### config.mk
export PLATFORM = sky130hd
export DESIGN_NAME = rle_sprite_packet_decoder_unit
export DESIGN_NICKNAME = d
export VERILOG_FILES = /design/src/hdl/rsp_pkg.sv /design/src/hdl/rsp_decode.sv /design/src/hdl/rsp_result_queue.sv /design/src/hdl/rle_sprite_packet_decoder_unit.sv
export SDC_FILE = /design/constraint.sdc
export NUM_CORES = 1
export LEC_CHECK = 0
export BUFFER_PORTS_ARGS = -buffer_cell sky130_fd_sc_hd__clkbuf_2
export CAP_MARGIN = 5
export CORE_ASPECT_RATIO = 0.8
export CORE_MARGIN = 4
export CORE_UTILIZATION = 37
export DETAILED_ROUTE_END_ITERATION = 12
export PLACE_DENSITY_LB_ADDON = 0.1
export REMOVE_ABC_BUFFERS = 1
export SETUP_SLACK_MARGIN = 0.02
export SYNTH_ARGS = -nofsm -noshare
export SYNTH_HDL_FRONTEND = slang
export SYNTH_SLANG_ARGS = --single-unit
### constraint.sdc
create_clock -name clk -period 3.7 [get_ports clk]
set_clock_uncertainty 0.1 [all_clocks]
set_input_delay 0.74 -clock clk [delete_from_list [all_inputs] [get_ports clk]]
set_output_delay 0.74 -clock clk [all_outputs]
set_load 0.1 [all_outputs]
### src/hdl/rsp_pkg.sv
// ----------------------------------------------------------------------------
// RLE sprite packet decoder - package
// Types, codes and sizes shared by the decoder modules.
// ----------------------------------------------------------------------------
`timescale 1ns / 1ps
`default_nettype none

package rsp_pkg;

	// Field widths
	localparam int BYTE_W      = 8;
	localparam int LINE_W      = 16;
	localparam int TOTAL_W     = 24;
	localparam int CFG_DATA_W  = 24;
	localparam int CFG_INDEX_W = 1;
	localparam int FILL_W      = 17;
	localparam int RUN_W       = 8;
	localparam int LIT_W       = 7;

	// Default pixel counter size
	localparam int PIXEL_COUNT_BITS = 24;

	// Reset values of the configuration registers
	localparam logic [LINE_W-1:0]  LINE_WIDTH_RST   = 16'd320;
	localparam logic [TOTAL_W-1:0] TOTAL_PIXELS_RST = 24'd64000;

	// Header flag: set for a repeated-colour run
	localparam logic [BYTE_W-1:0] RUN_FLAG = 8'h80;

	// Result queue depth
	localparam int RES_DEPTH = 4;

	// Configuration register indexes
	localparam logic [CFG_INDEX_W-1:0] CFG_LINE_WIDTH   = 1'b0;
	localparam logic [CFG_INDEX_W-1:0] CFG_TOTAL_PIXELS = 1'b1;

	typedef enum logic [2:0] {
		KIND_SKIP  = 3'd0,
		KIND_SOLID = 3'd1,
		KIND_COPY  = 3'd2,
		KIND_PIXEL = 3'd3,
		KIND_NEXT  = 3'd4
	} kind_t;

	typedef struct packed {
		kind_t             kind;
		logic [RUN_W-1:0]  run_length;
		logic [BYTE_W-1:0] pixel_value;
		logic              image_done;
		logic              last;
	} result_t;

	// Results caused by one input word
	typedef struct packed {
		logic [1:0] count;
		result_t    r0;
		result_t    r1;
	} result_pair_t;

endpackage

`default_nettype wire

### src/hdl/rsp_decode.sv
// ----------------------------------------------------------------------------
// RLE sprite packet decoder - stream decoder
// Holds the run state and turns each accepted byte into zero to two results.
// ----------------------------------------------------------------------------
`timescale 1ns / 1ps
`default_nettype none

module rsp_decode #(
	parameter int PIXEL_COUNT_BITS = rsp_pkg::PIXEL_COUNT_BITS
) (
	input  wire logic                            clk,
	input  wire logic                            arst_n,
	input  wire logic                            in_fire,
	input  wire logic [rsp_pkg::BYTE_W-1:0]      data_byte,
	input  wire logic [rsp_pkg::LINE_W-1:0]      line_width,
	input  wire logic [rsp_pkg::TOTAL_W-1:0]     total_pixels,
	output rsp_pkg::result_pair_t                res
);

	localparam int PIX_W  = PIXEL_COUNT_BITS + 1;
	localparam int PSUM_W = PIX_W + 1;
	localparam int FSUM_W = rsp_pkg::FILL_W + 1;
	localparam int WIDE_W = 33;

	typedef enum logic [1:0] {
		PH_HEADER = 2'd0,
		PH_COLOR  = 2'd1,
		PH_LITERAL = 2'd2
	} phase_t;

	phase_t                          phase_q, phase_d;
	logic [rsp_pkg::LIT_W-1:0]       lit_left_q, lit_left_d;
	logic [rsp_pkg::RUN_W-1:0]       run_q, run_d;
	logic [rsp_pkg::FILL_W-1:0]      fill_q, fill_d;
	logic [PIX_W-1:0]                pix_q, pix_d;

	logic [WIDE_W-1:0]               total_wide;
	logic [PIX_W-1:0]                total_cmp;
	logic                            done_now;
	logic                            marker;
	logic [rsp_pkg::FILL_W-1:0]      fill_base;
	logic [FSUM_W-1:0]               fill_sum;
	logic [rsp_pkg::FILL_W-1:0]      fill_new;
	logic [PSUM_W-1:0]               pix_sum;
	logic [PIX_W-1:0]                pix_new;
	logic                            done_new;

	// Mask the target to the counter size
	assign total_wide = WIDE_W'(total_pixels);
	assign total_cmp  = {1'b0, total_wide[PIXEL_COUNT_BITS-1:0]};
	assign done_now   = (pix_q >= total_cmp);

	// Close a run: line check, saturating fill and pixel counters
	assign marker    = (fill_q >= rsp_pkg::FILL_W'(line_width));
	assign fill_base = marker ? '0 : fill_q;
	assign fill_sum  = FSUM_W'(fill_base) + FSUM_W'(run_q);
	assign fill_new  = fill_sum[FSUM_W-1] ? '1 : fill_sum[rsp_pkg::FILL_W-1:0];
	assign pix_sum   = PSUM_W'(pix_q) + PSUM_W'(run_q);
	assign pix_new   = pix_sum[PSUM_W-1] ? '1 : pix_sum[PIX_W-1:0];
	assign done_new  = (pix_new >= total_cmp);

	// Decode one byte against the current phase
	always_comb begin
		phase_d    = phase_q;
		lit_left_d = lit_left_q;
		run_d      = run_q;
		fill_d     = fill_q;
		pix_d      = pix_q;
		res        = '0;
		res.r0.kind = rsp_pkg::KIND_SKIP;
		res.r1.kind = rsp_pkg::KIND_NEXT;
		res.r1.image_done = done_new;
		res.r1.last = 1'b1;

		unique case (phase_q)
			PH_COLOR: begin
				res.r0.kind        = (data_byte == '0) ? rsp_pkg::KIND_SKIP
					: rsp_pkg::KIND_SOLID;
				res.r0.run_length  = run_q;
				res.r0.pixel_value = data_byte;
				res.r0.image_done  = done_new;
				res.r0.last        = !marker;
				res.count          = marker ? 2'd2 : 2'd1;
				fill_d             = fill_new;
				pix_d              = pix_new;
				phase_d            = PH_HEADER;
			end
			PH_LITERAL: begin
				res.r0.kind        = rsp_pkg::KIND_PIXEL;
				res.r0.pixel_value = data_byte;
				if (lit_left_q == '0) begin
					res.r0.image_done = done_new;
					res.r0.last       = !marker;
					res.count         = marker ? 2'd2 : 2'd1;
					fill_d            = fill_new;
					pix_d             = pix_new;
					phase_d           = PH_HEADER;
				end else begin
					res.r0.last = 1'b1;
					res.count   = 2'd1;
					lit_left_d  = lit_left_q - 1'b1;
				end
			end
			default: begin
				phase_d = PH_HEADER;
				if (!done_now) begin
					run_d = rsp_pkg::RUN_W'(data_byte[rsp_pkg::LIT_W-1:0]) + 1'b1;
					if ((data_byte & rsp_pkg::RUN_FLAG) != '0) begin
						phase_d = PH_COLOR;
					end else begin
						lit_left_d        = data_byte[rsp_pkg::LIT_W-1:0];
						phase_d           = PH_LITERAL;
						res.r0.kind       = rsp_pkg::KIND_COPY;
						res.r0.run_length = run_d;
						res.r0.last       = 1'b1;
						res.count         = 2'd1;
					end
				end
			end
		endcase

		// Nothing leaves without an accepted word
		if (!in_fire) begin
			res.count = 2'd0;
		end
	end

	// Advance the decoder state on each accepted word
	always_ff @(posedge clk or negedge arst_n) begin
		if (!arst_n) begin
			phase_q    <= PH_HEADER;
			lit_left_q <= '0;
			run_q      <= '0;
			fill_q     <= '0;
			pix_q      <= '0;
		end else if (in_fire) begin
			phase_q    <= phase_d;
			lit_left_q <= lit_left_d;
			run_q      <= run_d;
			fill_q     <= fill_d;
			pix_q      <= pix_d;
		end
	end

endmodule

`default_nettype wire

### src/hdl/rsp_result_queue.sv
// ----------------------------------------------------------------------------
// RLE sprite packet decoder - result queue
// Small register queue that takes up to two results a cycle and gives one on out_ready.
// ----------------------------------------------------------------------------
`timescale 1ns / 1ps
`default_nettype none

module rsp_result_queue (
	input  wire logic                  clk,
	input  wire logic                  arst_n,
	input  wire rsp_pkg::result_pair_t push,
	output logic                       room,
	output logic                       out_valid,
	input  wire logic                  out_ready,
	output rsp_pkg::result_t           head
);

	localparam int DEPTH = rsp_pkg::RES_DEPTH;
	localparam int PTR_W = $clog2(DEPTH);
	localparam int CNT_W = $clog2(DEPTH + 1);

	rsp_pkg::result_t    slot_q [DEPTH];
	logic [PTR_W-1:0]    wr_ptr_q;
	logic [PTR_W-1:0]    rd_ptr_q;
	logic [PTR_W-1:0]    wr_ptr_nx;
	logic [CNT_W-1:0]    cnt_q;
	logic                pop;

	assign pop       = out_valid && out_ready;
	assign out_valid = (cnt_q != '0);
	assign head      = slot_q[rd_ptr_q];
	assign wr_ptr_nx = wr_ptr_q + 1'b1;

	// Leave space for the two results a word can cause
	assign room = (cnt_q <= CNT_W'(DEPTH - 2));

	// Store pushed results
	always_ff @(posedge clk) begin
		if (push.count != 2'd0) begin
			slot_q[wr_ptr_q] <= push.r0;
		end
		if (push.count == 2'd2) begin
			slot_q[wr_ptr_nx] <= push.r1;
		end
	end

	// Track pointers and fill level
	always_ff @(posedge clk or negedge arst_n) begin
		if (!arst_n) begin
			wr_ptr_q <= '0;
			rd_ptr_q <= '0;
			cnt_q    <= '0;
		end else begin
			wr_ptr_q <= wr_ptr_q + PTR_W'(push.count);
			if (pop) begin
				rd_ptr_q <= rd_ptr_q + 1'b1;
			end
			cnt_q <= cnt_q + CNT_W'(push.count) - CNT_W'(pop);
		end
	end

endmodule

`default_nettype wire

### src/hdl/rle_sprite_packet_decoder_unit.sv
// ----------------------------------------------------------------------------
// RLE sprite packet decoder unit
// Turns an 8-bit run-length pixel byte stream into run and pixel packets.
// ----------------------------------------------------------------------------
//  Channel  Direction  Word                         Handshake
//  in       in         data_byte                    in_valid / in_ready
//  out      out        packet_kind .. last          out_valid / out_ready
//  cfg      in         cfg_index, cfg_data          cfg_valid / cfg_ready
//
//  While in_ready is high, one input word per cycle is decoded in a single pass into
//  the result queue. A word causes zero, one or two results; while out_ready is high
//  the output side gives one per cycle, so a run closed by a line marker gives two in turn.
//  in_ready drops while the four-entry result queue holds more than two results.
//  cfg_ready is always high. Reset clears the decoder state and the queue and
//  loads the register defaults; no clearing pass is needed.
// ----------------------------------------------------------------------------
`timescale 1ns / 1ps
`default_nettype none

module rle_sprite_packet_decoder_unit #(
	parameter int PIXEL_COUNT_BITS = rsp_pkg::PIXEL_COUNT_BITS
) (
	input  wire logic                                clk,
	input  wire logic                                arst_n,
	input  wire logic                                in_valid,
	output logic                                     in_ready,
	input  wire logic [rsp_pkg::BYTE_W-1:0]          data_byte,
	output logic                                     out_valid,
	input  wire logic                                out_ready,
	output logic [2:0]                               packet_kind,
	output logic [rsp_pkg::RUN_W-1:0]                run_length,
	output logic [rsp_pkg::BYTE_W-1:0]               pixel_value,
	output logic                                     image_done,
	output logic                                     last,
	input  wire logic                                cfg_valid,
	output logic                                     cfg_ready,
	input  wire logic [rsp_pkg::CFG_INDEX_W-1:0]     cfg_index,
	input  wire logic [rsp_pkg::CFG_DATA_W-1:0]      cfg_data
);

	logic [rsp_pkg::LINE_W-1:0]   line_width_q;
	logic [rsp_pkg::TOTAL_W-1:0]  total_pixels_q;
	logic                         in_fire;
	logic                         room;
	rsp_pkg::result_pair_t        pair;
	rsp_pkg::result_t             head;

	assign cfg_ready = 1'b1;
	assign in_ready  = room;
	assign in_fire   = in_valid && in_ready;

	// Configuration registers
	always_ff @(posedge clk or negedge arst_n) begin
		if (!arst_n) begin
			line_width_q   <= rsp_pkg::LINE_WIDTH_RST;
			total_pixels_q <= rsp_pkg::TOTAL_PIXELS_RST;
		end else if (cfg_valid && cfg_ready) begin
			unique case (cfg_index)
				rsp_pkg::CFG_LINE_WIDTH: begin
					line_width_q <= cfg_data[rsp_pkg::LINE_W-1:0];
				end
				rsp_pkg::CFG_TOTAL_PIXELS: begin
					total_pixels_q <= cfg_data[rsp_pkg::TOTAL_W-1:0];
				end
				default: begin
					line_width_q <= line_width_q;
				end
			endcase
		end
	end

	rsp_decode #(
		.PIXEL_COUNT_BITS (PIXEL_COUNT_BITS)
	) u_decode (
		.clk          (clk),
		.arst_n       (arst_n),
		.in_fire      (in_fire),
		.data_byte    (data_byte),
		.line_width   (line_width_q),
		.total_pixels (total_pixels_q),
		.res          (pair)
	);

	rsp_result_queue u_queue (
		.clk       (clk),
		.arst_n    (arst_n),
		.push      (pair),
		.room      (room),
		.out_valid (out_valid),
		.out_ready (out_ready),
		.head      (head)
	);

	// Drive the result word
	assign packet_kind = head.kind;
	assign run_length  = head.run_length;
	assign pixel_value = head.pixel_value;
	assign image_done  = head.image_done;
	assign last        = head.last;

endmodule

`default_nettype wire

==> impl_metrics.xml <==
<?xml version="1.0" encoding="UTF-8"?>
<metrics>
  <group name="setup_path">
    <metric name="crit_end_category" unit="">flip-flop</metric>
    <metric name="setup.worst_path.start_class" unit="">flip-flop</metric>
    <metric name="cp_max_fo" unit="">4</metric>
    <metric name="crit_top_cell" unit="">sky130_fd_sc_hd__buf_4</metric>
    <metric name="cp_data_arrival_time" unit="ps">4190</metric>
    <metric name="cp_slowest_stage_delay" unit="ps">390</metric>
    <metric name="cp_data_required_time" unit="ps">3900</metric>
    <metric name="setup.worst_path.class" unit="">flip-flop to flip-flop</metric>
    <metric name="cpLargestDelayFamily" unit="">compound AO/OA/AOI/OAI gates</metric>
    <metric name="cp_cell_sequence" unit="">ha_2, fa_2, a21oi_4, o211ai_1, buf_4, o2111ai_4, or2_4, buf_4, xor2_1, nand2_1, ha_4, nand4_1, a311oi_2, o22ai_2, a2111oi_4, o41ai_2, buf_4, a21oi_2</metric>
    <metric name="critical_path_buf_inv_count" unit="">3</metric>
    <metric name="cp_slowest_cell" unit="">sky130_fd_sc_hd__dfrtp_1</metric>
  </group>
  <group name="clock_network">
    <metric name="clk_pin_slew" unit="ps">80</metric>
    <metric name="clock-sinks" unit="">190</metric>
    <metric name="cts_buffers" unit="">17</metric>
    <metric name="clockRootBuffer" unit="">sky130_fd_sc_hd__clkbuf_16</metric>
    <metric name="cts_tree" unit="">yes</metric>
    <metric name="cts-root-to-sink-buffers" unit="">2</metric>
    <metric name="cts_hold_buf" unit="">0</metric>
    <metric name="h-tree-depth" unit="">4</metric>
    <metric name="clk_latency" unit="ps">440</metric>
  </group>
  <group name="floorplan">
    <metric name="die_h" unit="um">163</metric>
    <metric name="initial_core_util" unit="%">37.7</metric>
    <metric name="die_w" unit="um">201</metric>
    <metric name="row_count" unit="">56</metric>
    <metric name="pin_count" unit="">62</metric>
    <metric name="floorplan.core_area" unit="um^2">29400</metric>
    <metric name="design.die.area" unit="um^2">32700</metric>
  </group>
  <group name="synthesis">
    <metric name="postSynthRegisterBits" unit="">190</metric>
    <metric name="syn_area_per_cell" unit="um^2">9.47</metric>
    <metric name="number_of_flops_mapped_to_enable_cells_by_yosys" unit="">4</metric>
    <metric name="synthCells" unit="">1168</metric>
    <metric name="synth_ff_type" unit="">sky130_fd_sc_hd__dfrtp_1</metric>
    <metric name="synth-async-reset-ratio" unit="%">55.8</metric>
    <metric name="yosys_warnings" unit="">0</metric>
    <metric name="ys_seq_area_share" unit="%">39.6</metric>
    <metric name="synthesis.area" unit="um^2">11100</metric>
    <metric name="synth_cell_types" unit="">82</metric>
  </group>
  <group name="cells_and_area">
    <metric name="register_cell_area_after_layout" unit="um^2">4390</metric>
    <metric name="final_util" unit="%">47.6</metric>
    <metric name="areaGrowthSynthToFinish" unit="%">26.2</metric>
    <metric name="layout_common_cells" unit="">sky130_fd_sc_hd__buf_4 (167), sky130_fd_sc_hd__nor2_1 (117), sky130_fd_sc_hd__nand2_1 (111)</metric>
    <metric name="filler_cell_count" unit="">2793</metric>
    <metric name="multi_input_comb_area" unit="um^2">6660</metric>
    <metric name="leading_cell_type_in_the_layout_fill_and_taps_excluded" unit="">sky130_fd_sc_hd__buf_4</metric>
    <metric name="layout-drive-gt1-share" unit="%">31.9</metric>
    <metric name="number_of_diodes" unit="">0</metric>
    <metric name="final_net_count" unit="">1489</metric>
    <metric name="post_layout_instance_count_excluding_filler_cells" unit="">1749</metric>
  </group>
  <group name="sta">
    <metric name="worst_slew_margin_rel" unit="%">40.4</metric>
    <metric name="tightestPinTransition" unit="ps">893</metric>
    <metric name="post_route_hold_slack" unit="ps">301</metric>
    <metric name="finalWorstPathRequiredPeriod" unit="ps">3990</metric>
    <metric name="max_slew_violation_count" unit="">0</metric>
    <metric name="final_critical_path_setup_slack" unit="ps">-290</metric>
    <metric name="timing.final.hold_violations" unit="">0</metric>
    <metric name="period_share" unit="%">108</metric>
    <metric name="grt_setup_unrepaired" unit="">yes</metric>
    <metric name="setup_violations" unit="">7</metric>
    <metric name="max_freq" unit="GHz">0.251</metric>
  </group>
  <group name="flow_run">
    <metric name="drv.max_cap_violation_count" unit="">0</metric>
  </group>
  <group name="grt">
    <metric name="antenna_violations_before_repair" unit="">0</metric>
    <metric name="global_route_wire_length_before_repair" unit="mm">52.0</metric>
    <metric name="first_global_vias" unit="">9163</metric>
    <metric name="largest_net_degree_at_the_start_of_global_routing" unit="">64</metric>
    <metric name="grt_usage" unit="%">19.9</metric>
    <metric name="grt.overflow.total" unit="">0</metric>
  </group>
  <group name="detailed_routing">
    <metric name="remaining_drc_errors" unit="">0</metric>
    <metric name="count_of_nets_left_with_antenna_violations_after_detail_routing" unit="">0</metric>
    <metric name="route.detailed.vias_per_inst" unit="">5.38</metric>
    <metric name="first_iter_violations" unit="">547</metric>
    <metric name="route.detailed.wl_per_inst" unit="um">18.6</metric>
    <metric name="dr_total_vias" unit="">9404</metric>
    <metric name="drt-pass1-iter-count" unit="">5</metric>
    <metric name="postRouteWirelength" unit="mm">32.5</metric>
  </group>
  <group name="min_path">
    <metric name="worstHoldPathType" unit="">input pin to async pin</metric>
  </group>
  <group name="placement">
    <metric name="dp_hpwl" unit="mm">23.5</metric>
    <metric name="place_inst" unit="">1693</metric>
    <metric name="routability_cong" unit="">0.835</metric>
    <metric name="portBuffers" unit="">60</metric>
  </group>
  <group name="pwr">
    <metric name="swShare" unit="%">45.5</metric>
    <metric name="netSwitchingPower" unit="mW">5.24</metric>
    <metric name="power.share.combinational" unit="%">55.8</metric>
    <metric name="power.share.sequential" unit="%">27.5</metric>
    <metric name="static-leakage-power" unit="nW">6.25</metric>
    <metric name="cellInternalPower" unit="mW">6.27</metric>
    <metric name="worst_ir_drop_vdd" unit="V">0.000454</metric>
    <metric name="clkPwrFrac" unit="%">16.7</metric>
    <metric name="p_per_area" unit="nW/um^2">825</metric>
  </group>
  <group name="run_status">
    <metric name="violations" unit="">negative setup slack</metric>
    <metric name="outcome" unit="">finished, violations left</metric>
  </group>
</metrics>
==> cell families after synthesis <==
kind of cell,count (synthesis),synth area share (%)
fa+ha+maj,92,10.6
buf+inv,121,4.54
other cells,1,0.0339
xor+xnor,32,2.53
compound gates,284,17.8
flops,190,39.6
simple gates,388,16.6
mux,60,8.26
==> power groups by stage <==
| stage | Combinational (mW) | Sequential [mW] | Clock, mW |
|---|---|---|---|
| 5_1_grt | 6.99 | 3.25 | 2.07 |
| 2_1_floorplan | 4.10 | 3.19 | 0 |
| 3_3_place_gp | 5.95 | 3.17 | 0 |
| 6_report | 6.42 | 3.17 | 1.92 |
| 4_1_cts | 6.21 | 3.15 | 1.98 |
| 3_5_place_dp | 5.98 | 3.18 | 0 |
==> cell usage after synthesis, drive strengths merged (33+ instances only) <==
cell | n | area share (%)
nand2 | 112 | 3.8
a21oi | 52 | 2.5
dfxtp | 80 | 14
nor2 | 126 | 4.4
inv | 61 | 2.1
mux2 | 37 | 3.8
dfrtp | 98 | 22
ha | 89 | 10
o21ai | 61 | 2.8
clkbuf | 33 | 1.1
a211oi | 33 | 2.2
==> layer usage <==
metal | vias to the layer above | share of wire, % | GRT usage [%]
li1 | 4618 | - | -
met1 | 4578 | 52 | 30.8
met3 | 24 | 4.8 | 4.10
met5 | - | 0 | 0
met2 | 184 | 42 | 28.6
met4 | 0 | 1.2 | 4.47
==> layout make-up <==
| cell class | instances | share of cell area, % |
|---|---|---|
| Multi-Input combinational cell | 858 | 47.7 |
| Timing Repair Buffer | 231 | 11.6 |
| Sequential cell | 190 | 31.4 |
| Clock buffer | 17 | 3.05 |
| Clock inverter | 15 | 1.24 |
| Tap cell | 377 | 3.38 |
| Inverter | 61 | 1.64 |
==> per-stage QoR <==
stage	cell area, um^2	power [mW]	TNS (ps)	setup slack (ps)
floorplan	10800	7.29	-4100	-271
global placement	12700	9.12	-3730	-557
detailed placement	12700	9.16	-3750	-534
CTS	13700	11.3	-1290	-272
global route	14000	12.3	-3400	-494
finish	14000	11.5	-1190	-290
==> what timing repair did <==
action / CTS / global route
pin swaps: 41 / 40
buffers inserted: 17 / 10
gates cloned: 1 / 0
setup endpoints to repair: 14 / 16
resized for setup: 51 / 51
hold endpoints to repair: 0 / 0
==> state kept, by name, indices dropped and copies added (netlist names) <==
name,count
u_queue.slot_q,84
u_decode.pix_q,25
total_pixels_q,24
u_decode.fill_q,17
line_width_q,16
u_decode.run_q,8
u_decode.lit_left_q,7
u_queue.cnt_q,3
u_decode.phase_q,2
u_queue.rd_ptr_q,2
u_queue.wr_ptr_q,2
==> worst register-to-register path, cell delays in order (launching register included) <==
cell                        delay [ps]
sky130_fd_sc_hd__dfrtp_1           390
sky130_fd_sc_hd__ha_2              200
sky130_fd_sc_hd__fa_2              380
sky130_fd_sc_hd__a21oi_4           180
sky130_fd_sc_hd__o211ai_1          150
sky130_fd_sc_hd__buf_4             180
sky130_fd_sc_hd__o2111ai_4         100
sky130_fd_sc_hd__or2_4             150
sky130_fd_sc_hd__buf_4              90
sky130_fd_sc_hd__xor2_1            140
sky130_fd_sc_hd__nand2_1           110
sky130_fd_sc_hd__ha_4              280
sky130_fd_sc_hd__nand4_1           140
sky130_fd_sc_hd__a311oi_2          300
sky130_fd_sc_hd__o22ai_2           160
sky130_fd_sc_hd__a2111oi_4         390
sky130_fd_sc_hd__o41ai_2           130
sky130_fd_sc_hd__buf_4             180
sky130_fd_sc_hd__a21oi_2            90
==> path summary, 6_finish.rpt <==
check | from | slack, ps | cells after the start | to
setup / recovery | u_decode.pix_q[0] | -290 | 18 | u_queue.slot_q[1][1]
hold / removal | arst_n | 300 | 1 | line_width_q[11]
setup reg to reg | u_decode.pix_q[0] | -290 | 18 | u_queue.slot_q[1][1]
hold reg to reg | u_queue.slot_q[3][20] | 340 | 2 | u_queue.slot_q[3][20]
max in group asynchronous | arst_n | 2430 | 2 | line_width_q[6]
min in group clk | u_queue.slot_q[3][20] | 340 | 2 | u_queue.slot_q[3][20]
Power figures use the tool's default switching activity.
